[src/design/scad_pkg.sv]
// shared types and constants of the serial can adapter deframer
// no dependencies; imported by every other file of the block
`default_nettype none

package scad_pkg;

   // framing bytes
   localparam logic [7:0] SYNC_BYTE     = 8'hAA;
   localparam logic [7:0] CMD_HEADER    = 8'h55;
   localparam logic [3:0] DATA_NIBBLE   = 4'hC;

   // frame geometry
   localparam int unsigned CMD_LEN       = 20;
   localparam int unsigned DATA_OVERHEAD = 5;
   localparam int unsigned PAYLOAD_LANES = 8;
   localparam int unsigned ID_LOW_POS    = 2;
   localparam int unsigned ID_HIGH_POS   = 3;
   localparam int unsigned FIRST_DATA_POS = 4;

   localparam logic [4:0] CMD_LAST_POS  = 5'(CMD_LEN - 1);

   // result codes
   typedef enum logic [2:0] {
      KIND_SKIP    = 3'd0,
      KIND_UNKNOWN = 3'd1,
      KIND_DATA    = 3'd2,
      KIND_CMD_OK  = 3'd3,
      KIND_CMD_BAD = 3'd4
   } frame_kind_type;

   // one result item
   typedef struct packed {
      frame_kind_type frame_kind;
      logic [15:0]    frame_id;
      logic [3:0]     data_length;
      logic [63:0]    payload;
   } result_type;

   // what the parser hands to the result buffer for one byte
   typedef struct packed {
      logic       has_result;
      result_type result;
   } parse_out_type;

endpackage

`default_nettype wire

[src/design/scad_req_if.sv]
// input channel of the deframer: one received serial byte per item
// depends on scad_pkg
`default_nettype none

interface scad_req_if;
   import scad_pkg::*;

   logic       valid;
   logic       ready;
   logic [7:0] rx_byte;

   modport source (output valid, output rx_byte, input ready);
   modport sink   (input valid, input rx_byte, output ready);

endinterface

`default_nettype wire

[src/design/scad_rsp_if.sv]
// result channel of the deframer: one item per completed frame, unknown header or skipped byte
// depends on scad_pkg
`default_nettype none

interface scad_rsp_if;
   import scad_pkg::*;

   logic           valid;
   logic           ready;
   frame_kind_type frame_kind;
   logic [15:0]    frame_id;
   logic [3:0]     data_length;
   logic [63:0]    payload;

   modport source (output valid, output frame_kind, output frame_id,
                   output data_length, output payload, input ready);
   modport sink   (input valid, input frame_kind, input frame_id,
                   input data_length, input payload, output ready);

endinterface

`default_nettype wire

[src/design/serial_can_adapter_deframer.sv]
// Serial CAN adapter deframer, top level.
// One req_port item carries one byte received from the serial link. Bytes
// are reassembled into adapter frames (0xAA sync, then a header byte); one
// rsp_port item is given per completed frame, one per unknown header byte,
// and one per byte that arrives while no frame is open and is not 0xAA.
// Bytes that only advance a frame give no item.
// A byte in the input register is decoded combinationally and its result
// is written into the result buffer when that has room.
// Throughput: one byte per cycle while the buffer has room; the state update
// is a compare and an 8-bit add between the input and frame state registers.
// A two-entry result buffer (output register plus skid) parts the channels:
// while the receiver stalls, up to two results and one byte in the input
// register are held, and req_port.ready drops only when all are occupied.
// Reset (synchronous, active high) closes any open frame, empties the input
// register and the result buffer; no item is lost or invented afterwards.
// depends on scad_pkg, scad_req_if, scad_rsp_if, scad_parser, scad_rsp_buffer
`default_nettype none

module serial_can_adapter_deframer (
   input  wire        clock,
   input  wire        reset,
   scad_req_if.sink   req_port,
   scad_rsp_if.source rsp_port
);
   import scad_pkg::*;

   logic          in_valid_ff, in_valid_in;
   logic [7:0]    in_byte_ff;
   logic          advance;
   logic          buf_full;
   parse_out_type parse_out;
   result_type    out_data;
   logic          out_valid;
   logic          req_take;

   // input register moves on whenever the result buffer has room
   assign advance        = in_valid_ff & ~buf_full;
   assign req_port.ready = ~in_valid_ff | ~buf_full;
   assign req_take       = req_port.valid & req_port.ready;

   always_comb begin
      in_valid_in = in_valid_ff;
      if (req_take) begin
         in_valid_in = 1'b1;
      end else if (advance) begin
         in_valid_in = 1'b0;
      end
   end

   always_ff @(posedge clock) begin
      if (reset) begin
         in_valid_ff <= 1'b0;
      end else begin
         in_valid_ff <= in_valid_in;
      end
   end

   always_ff @(posedge clock) begin
      if (req_take) begin
         in_byte_ff <= req_port.rx_byte;
      end
   end

   scad_parser u_parser (
      .clock      (clock),
      .reset      (reset),
      .byte_valid (advance),
      .byte_data  (in_byte_ff),
      .parse_out  (parse_out)
   );

   scad_rsp_buffer u_rsp_buffer (
      .clock     (clock),
      .reset     (reset),
      .push      (advance & parse_out.has_result),
      .push_data (parse_out.result),
      .full      (buf_full),
      .out_valid (out_valid),
      .out_ready (rsp_port.ready),
      .out_data  (out_data)
   );

   // result channel
   assign rsp_port.valid       = out_valid;
   assign rsp_port.frame_kind  = out_data.frame_kind;
   assign rsp_port.frame_id    = out_data.frame_id;
   assign rsp_port.data_length = out_data.data_length;
   assign rsp_port.payload     = out_data.payload;

`ifndef ASSERT_OFF
   a_held_byte_waits: assert property (@(posedge clock) disable iff (reset)
      in_valid_ff && buf_full |=> in_valid_ff && $stable(in_byte_ff))
      else $error("held byte lost while result buffer full");
`endif

endmodule

`default_nettype wire

[src/design/scad_parser.sv]
// frame state of the deframer and the per-byte decode
// depends on scad_pkg
`default_nettype none

module scad_parser (
   input  wire                     clock,
   input  wire                     reset,
   input  wire                     byte_valid,
   input  wire  [7:0]              byte_data,
   output scad_pkg::parse_out_type parse_out
);
   import scad_pkg::*;

   logic [4:0]  byte_count_ff, byte_count_in;
   logic [7:0]  header_ff, header_in;
   logic [15:0] ident_ff, ident_in;
   logic [63:0] payload_ff, payload_in;
   logic [7:0]  sum_ff, sum_in;
   logic [4:0]  data_last;
   logic        is_data_header;

   assign data_last      = {1'b0, header_ff[3:0]} + 5'(DATA_OVERHEAD - 1);
   assign is_data_header = (byte_data[7:4] == DATA_NIBBLE);

   // decode one byte against the open frame
   always_comb begin
      byte_count_in = byte_count_ff;
      header_in     = header_ff;
      ident_in      = ident_ff;
      payload_in    = payload_ff;
      sum_in        = sum_ff;
      parse_out     = '0;
      parse_out.result.frame_kind = KIND_SKIP;

      priority if (byte_count_ff == 5'd0) begin
         // waiting for sync
         if (byte_data != SYNC_BYTE) begin
            parse_out.has_result = 1'b1;
         end else begin
            byte_count_in = 5'd1;
         end
      end else if (byte_count_ff == 5'd1) begin
         // header byte
         if (byte_data == CMD_HEADER || is_data_header) begin
            header_in     = byte_data;
            byte_count_in = 5'd2;
         end else begin
            byte_count_in = '0;
            header_in     = '0;
            parse_out.has_result        = 1'b1;
            parse_out.result.frame_kind = KIND_UNKNOWN;
         end
      end else if (header_ff == CMD_HEADER) begin
         // command frame: sum bytes, last byte is the checksum
         if (byte_count_ff < CMD_LAST_POS) begin
            sum_in        = sum_ff + byte_data;
            byte_count_in = byte_count_ff + 5'd1;
         end else begin
            byte_count_in = '0;
            header_in     = '0;
            sum_in        = '0;
            parse_out.has_result        = 1'b1;
            parse_out.result.frame_kind = (sum_ff == byte_data) ? KIND_CMD_OK : KIND_CMD_BAD;
         end
      end else begin
         // data frame
         if (byte_count_ff >= data_last) begin
            byte_count_in = '0;
            header_in     = '0;
            ident_in      = '0;
            payload_in    = '0;
            parse_out.has_result         = 1'b1;
            parse_out.result.frame_kind  = KIND_DATA;
            parse_out.result.frame_id    = ident_ff;
            parse_out.result.data_length = header_ff[3:0];
            parse_out.result.payload     = payload_ff;
         end else begin
            if (byte_count_ff == 5'(ID_LOW_POS)) begin
               ident_in[7:0] = byte_data;
            end
            if (byte_count_ff == 5'(ID_HIGH_POS)) begin
               ident_in[15:8] = byte_data;
            end
            // each data byte lands in its own lane, later ones are dropped
            for (int i = 0; i < PAYLOAD_LANES; i++) begin
               if (byte_count_ff == 5'(i + FIRST_DATA_POS)) begin
                  payload_in[8*i +: 8] = byte_data;
               end
            end
            byte_count_in = byte_count_ff + 5'd1;
         end
      end
   end

   // frame state registers
   always_ff @(posedge clock) begin
      if (reset) begin
         byte_count_ff <= '0;
         header_ff     <= '0;
         ident_ff      <= '0;
         payload_ff    <= '0;
         sum_ff        <= '0;
      end else if (byte_valid) begin
         byte_count_ff <= byte_count_in;
         header_ff     <= header_in;
         ident_ff      <= ident_in;
         payload_ff    <= payload_in;
         sum_ff        <= sum_in;
      end
   end

`ifndef ASSERT_OFF
   a_count_range: assert property (@(posedge clock) disable iff (reset)
      byte_count_ff <= CMD_LAST_POS)
      else $error("byte count beyond longest frame");
   a_open_has_header: assert property (@(posedge clock) disable iff (reset)
      byte_count_ff >= 5'd2 |-> (header_ff == CMD_HEADER || header_ff[7:4] == DATA_NIBBLE))
      else $error("open frame without a known header");
`endif

endmodule

`default_nettype wire

[src/design/scad_rsp_buffer.sv]
// two-entry result buffer: output register plus skid register
// depends on scad_pkg
`default_nettype none

module scad_rsp_buffer (
   input  wire                  clock,
   input  wire                  reset,
   input  wire                  push,
   input  scad_pkg::result_type push_data,
   output logic                 full,
   output logic                 out_valid,
   input  wire                  out_ready,
   output scad_pkg::result_type out_data
);
   import scad_pkg::*;

   logic       main_valid_ff, main_valid_in;
   logic       skid_valid_ff, skid_valid_in;
   result_type main_ff, main_in;
   result_type skid_ff, skid_in;
   logic       pop;

   assign pop       = main_valid_ff & out_ready;
   assign full      = main_valid_ff & skid_valid_ff;
   assign out_valid = main_valid_ff;
   assign out_data  = main_ff;

   // head moves up from skid on a pop, new items fill the first free slot
   always_comb begin
      main_valid_in = main_valid_ff;
      skid_valid_in = skid_valid_ff;
      main_in       = main_ff;
      skid_in       = skid_ff;
      if (pop) begin
         if (skid_valid_ff) begin
            main_in       = skid_ff;
            main_valid_in = 1'b1;
            skid_valid_in = push;
            skid_in       = push_data;
         end else begin
            main_valid_in = push;
            main_in       = push_data;
         end
      end else if (push) begin
         if (!main_valid_ff) begin
            main_valid_in = 1'b1;
            main_in       = push_data;
         end else begin
            skid_valid_in = 1'b1;
            skid_in       = push_data;
         end
      end
   end

   always_ff @(posedge clock) begin
      if (reset) begin
         main_valid_ff <= 1'b0;
         skid_valid_ff <= 1'b0;
      end else begin
         main_valid_ff <= main_valid_in;
         skid_valid_ff <= skid_valid_in;
      end
   end

   // payload registers carry no reset
   always_ff @(posedge clock) begin
      main_ff <= main_in;
      skid_ff <= skid_in;
   end

`ifndef ASSERT_OFF
   a_skid_behind_main: assert property (@(posedge clock) disable iff (reset)
      skid_valid_ff |-> main_valid_ff)
      else $error("skid entry held with empty output register");
   a_no_push_when_full: assert property (@(posedge clock) disable iff (reset)
      full |-> !push)
      else $error("item pushed into full result buffer");
`endif

endmodule

`default_nettype wire

[src/flat_wrapper.sv]
// flat-port wrapper written by rule: the top's interface ports become plain ports
module serial_can_adapter_deframer_flat import scad_pkg::*;
  (clock, reset, req_port_valid, req_port_rx_byte, req_port_ready, rsp_port_valid, rsp_port_frame_kind, rsp_port_frame_id, rsp_port_data_length, rsp_port_payload, rsp_port_ready);
  scad_req_if req_port_i ();
  scad_rsp_if rsp_port_i ();
  input  wire clock;
  input  wire reset;
  input wire logic [$bits(req_port_i.valid)-1:0] req_port_valid;
  input wire logic [$bits(req_port_i.rx_byte)-1:0] req_port_rx_byte;
  output wire logic [$bits(req_port_i.ready)-1:0] req_port_ready;
  output wire logic [$bits(rsp_port_i.valid)-1:0] rsp_port_valid;
  output wire logic [$bits(rsp_port_i.frame_kind)-1:0] rsp_port_frame_kind;
  output wire logic [$bits(rsp_port_i.frame_id)-1:0] rsp_port_frame_id;
  output wire logic [$bits(rsp_port_i.data_length)-1:0] rsp_port_data_length;
  output wire logic [$bits(rsp_port_i.payload)-1:0] rsp_port_payload;
  input wire logic [$bits(rsp_port_i.ready)-1:0] rsp_port_ready;
  assign req_port_i.valid = req_port_valid;
  assign req_port_i.rx_byte = req_port_rx_byte;
  assign req_port_ready = req_port_i.ready;
  assign rsp_port_valid = rsp_port_i.valid;
  assign rsp_port_frame_kind = rsp_port_i.frame_kind;
  assign rsp_port_frame_id = rsp_port_i.frame_id;
  assign rsp_port_data_length = rsp_port_i.data_length;
  assign rsp_port_payload = rsp_port_i.payload;
  assign rsp_port_i.ready = rsp_port_ready;
  serial_can_adapter_deframer u_core (.clock(clock), .reset(reset), .req_port(req_port_i), .rsp_port(rsp_port_i));
endmodule
[config.mk]
export PLATFORM = sky130hd
export DESIGN_NAME = serial_can_adapter_deframer_flat
export DESIGN_NICKNAME = d
export VERILOG_FILES = /design/src/design/scad_pkg.sv /design/src/design/scad_req_if.sv /design/src/design/scad_rsp_if.sv /design/src/design/serial_can_adapter_deframer.sv /design/src/design/scad_parser.sv /design/src/design/scad_rsp_buffer.sv /design/src/flat_wrapper.sv
export SDC_FILE = /design/constraint.sdc
export NUM_CORES = 1
export LEC_CHECK = 0
export BUFFER_PORTS_ARGS = -buffer_cell sky130_fd_sc_hd__buf_2
export CAP_MARGIN = 40
export CORE_MARGIN = 2
export CORE_UTILIZATION = 30
export CTS_CLUSTER_DIAMETER = 60
export CTS_CLUSTER_SIZE = 28
export DETAILED_ROUTE_END_ITERATION = 8
export MAX_ROUTING_LAYER = met4
export PLACE_DENSITY = 0.46
export SETUP_SLACK_MARGIN = 0.5
export SLEW_MARGIN = 25
export SYNTH_ARGS = -nofsm -noshare
export SYNTH_HDL_FRONTEND = slang
export SYNTH_HIERARCHICAL = 1
export SYNTH_SLANG_ARGS = --single-unit
[constraint.sdc]
create_clock -name clock -period 19.63 [get_ports clock]
set_clock_uncertainty 0.05 [all_clocks]
set_input_delay 1.963 -clock clock [delete_from_list [all_inputs] [get_ports clock]]
set_output_delay 1.963 -clock clock [all_outputs]
set_load 0.01 [all_outputs]
* Word level (Yosys, flattened, before mapping)
Cells that the tools add are included.
W data, S select, Z words.
** Word-level totals
- Bits in registers :: 286
- Bits in latches :: 0
- Memory bits (writable) :: 0
- Memory bits (read-only) :: 0
- Input bits :: 12
- Output and inout port bits :: 89
- Logic and storage cells :: 146
- Memories kept :: 0
** Operators by class
- $add $sub $neg :: 3
- $mul :: 0
- Divide/modulo/power cells :: 0
- $lt $le $gt $ge :: 2
- Eq/ne operators :: 20
- Shifts and indexed selects :: 0
- Muxes and demuxes :: 53
- Bitwise logic cells :: 11
- Reduce and logical (&&, ||, !) cells :: 32
** Operators by type and width (count)
- $mux W87 :: 9
- $mux W84 :: 2
- $mux W8 :: 16
- $mux W88 :: 1
- $mux W64 :: 1
- $reduce_and A5 Y1 :: 10
- $mux W5 :: 6
- $reduce_bool A2 Y1 :: 13
- $eq A5 B3 Y1 const B :: 4
- $eq A5 B4 Y1 const B :: 4
- $eq A8 B7 Y1 const B :: 2
- $mux W16 :: 1
- $mux W4 :: 4
- $mux W1 :: 11
- $eq A5 B2 Y1 const B :: 2
- $add A8 B8 Y8 :: 1
- $eq A8 B8 Y1 :: 1
- $ne A8 B8 Y1 const B :: 1
- $reduce_and A4 Y1 :: 2
- $reduce_and A2 Y1 :: 3
- $add A4 B3 Y5 const B :: 1
- $add A5 B1 Y5 const B :: 1
- $and A1 B1 Y1 :: 5
- $eq A5 B1 Y1 const B :: 1
- other kinds (14) :: 19

* Depth between registers and ports, before layout
- Depth in word-level cells :: 9
- Mapped depth :: 13
- Depth with buffers taken out :: 11

* Cells and area by module
Netlist, hierarchy kept.
** Modules (own cells, without submodules)
- scad_rsp_buffer :: instances 1, cells an instance 284, area an instance 6513.7 sq um, seq. area each 5265.0 sq um
- scad_parser :: instances 1, cells an instance 561, area an instance 5111.2 sq um, seq. area each 2021.9 sq um
- serial_can_adapter_deframer :: instances 1, cells an instance 15, area an instance 301.5 sq um, seq. area each 260.2 sq um

* Least setup slack after synthesis
OpenSTA, ideal clock, no wires.
- Path type :: register to register
- From :: register u_core.u_parser.header_ff[3]
- To :: register u_core/u_rsp_buffer/skid_ff[0] (netlist name), enable pin
- Library setup time :: 544 ps
- Arrival time :: 6130 ps
- Data required time :: 19036 ps
- Setup slack :: 12906 ps
- Cell stages (with the launch flop) :: 13
- Path buffers :: 2
- Clock period less this slack :: 6724 ps
- Cell sequence :: dfxtp_1 -> inv_1 -> ha_1 -> ha_1 -> o211ai_1 -> o21a_1 -> nor3_1 -> clkbuf_1 -> clkbuf_1 -> nand4b_1 -> and2_1 -> mux2i_1 -> nor2b_1
** RTL lines
- start, declared :: line scad_parser.sv:15 : logic [7:0] header_ff, header_in;
- start signal, assigned :: line scad_parser.sv:105 : header_ff <= header_in;
- end signal, assigned :: line scad_rsp_buffer.sv:68 : skid_ff <= skid_in;
- end, declared :: line scad_rsp_buffer.sv:20 : result_type skid_ff, skid_in;

==> results.txt <==
Reg area = 0.00755 mm^2
worst skew pair latency = 560 ps
Unique masters post-synth = 53
Pre-antenna DRT Iters = 4
Flop pwr share = 0.511
GR Overflow Total = 0
clock sink count = 286
Clock Pin Slew Worst Setup and Hold Paths = 70 ps
design area = 0.0141 mm^2
vias per std cell = 4.46
# fillers = 3872
DRT iter0 DRCs = 329
Max rail drop VDD = 67.0 uV
FMAX = 0.258 GHz
ANT nets after route = 0
Post-synth EDFFs = 182
most frequent cell on the critical path = ha_1
Final Setup Violations = 0
outcome = finished clean
Yosys top cell area share = 0.458
port bufs = 100
Syn Area/Cell = 13.9 um^2
crit-path max cell delay = 610 ps
WL/cell = 17.4 um
switch share = 0.247
Hold Slack = 407 ps
I/O Pins = 101
die height = 203 um
Logic pwr share = 0.031
Die ar. = 0.0414 mm^2
CTS tree = yes
Worst setup EP type = register
DPL Wire Length = 15900 um
H-Tree Depth = 1
Synth area leader = edfxtp_1
area of the multi-input gates = 0.00415 mm^2
area grow syn2layout = 17.8%
flip-flop and latch count after synthesis = 286
largest net degree at the start of global routing = 84
Slew headroom = 0.444
top post-synthesis cells by area = edfxtp_1, dfxtp_1, mux2i_1
slowest CP cell = nor2b_4
RSZ-0062 raised after global routing = false
Placeable Area = 0.0395 mm^2
Final period util = 0.198
CTS max path bufs = 3
clock root buffer = clkbuf_16
Most used DFF post-synth = edfxtp_1
Crit Path Max Fanout = 43
Area after DPL = 0.0130 mm^2
Mapped Cells = 860
layout cell share with drive strength beyond 1 = 0.276
WP data required = 19830 ps
post-synthesis sequential area ratio = 0.633
DRC = 0
PwrDens = 91.1 mW/mm^2
commonest non-fill, non-tap cell in the layout = edfxtp_1
async set or reset register ratio after synthesis = 0
Pwr Total = 1280 uW
Core Util, Final = 0.356
most frequent cells in the layout = edfxtp_1, nor2_1, dfxtp_1
Tightest Pin Transition = 834 ps
CP Class = reg -> reg
crit path time final = 3880 ps
Initial Util = 0.302
setup TNS = 0 ps
Post-CTS Setup Repair Bufs = 0
CP Cell Sequence = inv_1 > ha_1 > ha_1 > o211ai_1 > o21a_1 > nor3_2 > nand4b_1 > and2_1 > mux2i_1 > nor2b_4 > buf_4 > buf_16
Hold Violations, Final = 0
Die W = 203 um
Switch Pwr = 316 uW
startpoint types = register
Site Rows = 73
Total GRT Usage = 0.130
RePlAce Congestion = 0.783
Hold-fix buffers, CTS = 0
post-layout net count = 990
first-pass GRT wire length = 40900 um
Worst Path Arrival = 4080 ps
Num CTS Buffers = 30
synth warn = 6
initial antenna violation count = 0
final wirelength = 26200 um
vias in the first global route = 6750
post_cts resized = 0
antenna fix cells = 0
HP Class = reg -> reg
maxcap violations = 0
clock network power share = 0.458
Pint = 964 uW
max-slew violations = 0
Mapped Area = 0.0119 mm^2
syn_nets = 891
Lkg Pwr = 0.00598 uW
via count = 6725
critical path, delay by kind of cell (launching register included):
kind | cells | cell delay, ps
mux | 1 | 140
flops | 1 | 370
fa+ha+maj | 2 | 560
buf+inv | 3 | 830
compound gates | 2 | 430
simple gates | 4 | 1140
per-stage QoR:
step	cells	setup slack, ps
after CTS	1507	15740
final	1508	15750
after floorplan	860	12910
after global placement	1449	15360
after global routing	1508	15460
after detailed placement	1451	15510
power by group through the flow:
stage               Sequential, uW  Combinational [uW]  Clock, uW
floorplan                      671                15.3          0
global route                   655                44.2        635
detailed placement             668                41.4          0
global placement               668                40.5          0
CTS                            654                41.4        609
finish                         654                40.1        586
sequential cells by signal (all words and copies together) (netlist names), 5 cells and up:
register                       flops
u_core/u_parser/ident_ff          16
u_core/u_parser/byte_count_ff      5
u_core/u_rsp_buffer/skid_ff       87
u_core/u_parser/payload_ff        64
u_core/u_parser/sum_ff             8
u_core/in_byte_ff                  8
u_core/u_parser/header_ff          8
u_core/u_rsp_buffer/out_data      87
final timing paths:
path	depth (start not counted)	slack, ps	start	end
worst max-delay path	12	15750	u_core/u_parser/header_ff[3]	u_core/u_rsp_buffer/skid_ff[55]
worst min-delay path	1	410	u_core/u_parser/header_ff[6]	u_core/u_parser/header_ff[6]
worst max register to register	12	15750	u_core/u_parser/header_ff[3]	u_core/u_rsp_buffer/skid_ff[55]
worst min register to register	1	410	u_core/u_parser/header_ff[6]	u_core/u_parser/header_ff[6]
logic make-up after synthesis:
logic type | synth area share
and+or+nand+nor | 0.117
buffers and inverters | 0.0210
DFF | 0.633
AOI/OAI and AO/OA | 0.0410
muxes | 0.161
xor gates and xnor gates | 0.00661
adders and majority gates | 0.0206
layer usage:
metal | GRT usage | vias to the layer above | share of wire
met5 | - | - | 0
met1 | 0.179 | 3279 | 0.49
met3 | 0.0219 | 33 | 0.039
li1 | - | 3295 | -
met4 | 0.0328 | 0 | 0.022
met2 | 0.200 | 118 | 0.45
layout make-up:
class	instances	share of cell area
timing repair buffer	109	0.0441
multi-input combinational	524	0.295
clock inverter	24	0.0209
inverter	8	0.00214
clock buffer	32	0.0539
sequential	286	0.537
tap	525	0.0467
cell usage after synthesis, types with 4 or more instances:
cell	instances
nand2_1	17
a22o_1	6
o21ai_4	10
nor4_1	4
xnor2_1	6
buf_6	5
or3_1	4
mux2i_1	81
mux2_4	30
o21a_1	4
buf_2	7
nand2b_1	12
dfxtp_1	104
a31oi_1	4
nor2_1	108
and2_1	92
edfxtp_1	182
mux2_2	58
clkbuf_1	29
inv_1	8
ha_1	18
a21oi_1	18
nor3_1	5
Note: power is estimated with default switching activity, not from simulation.
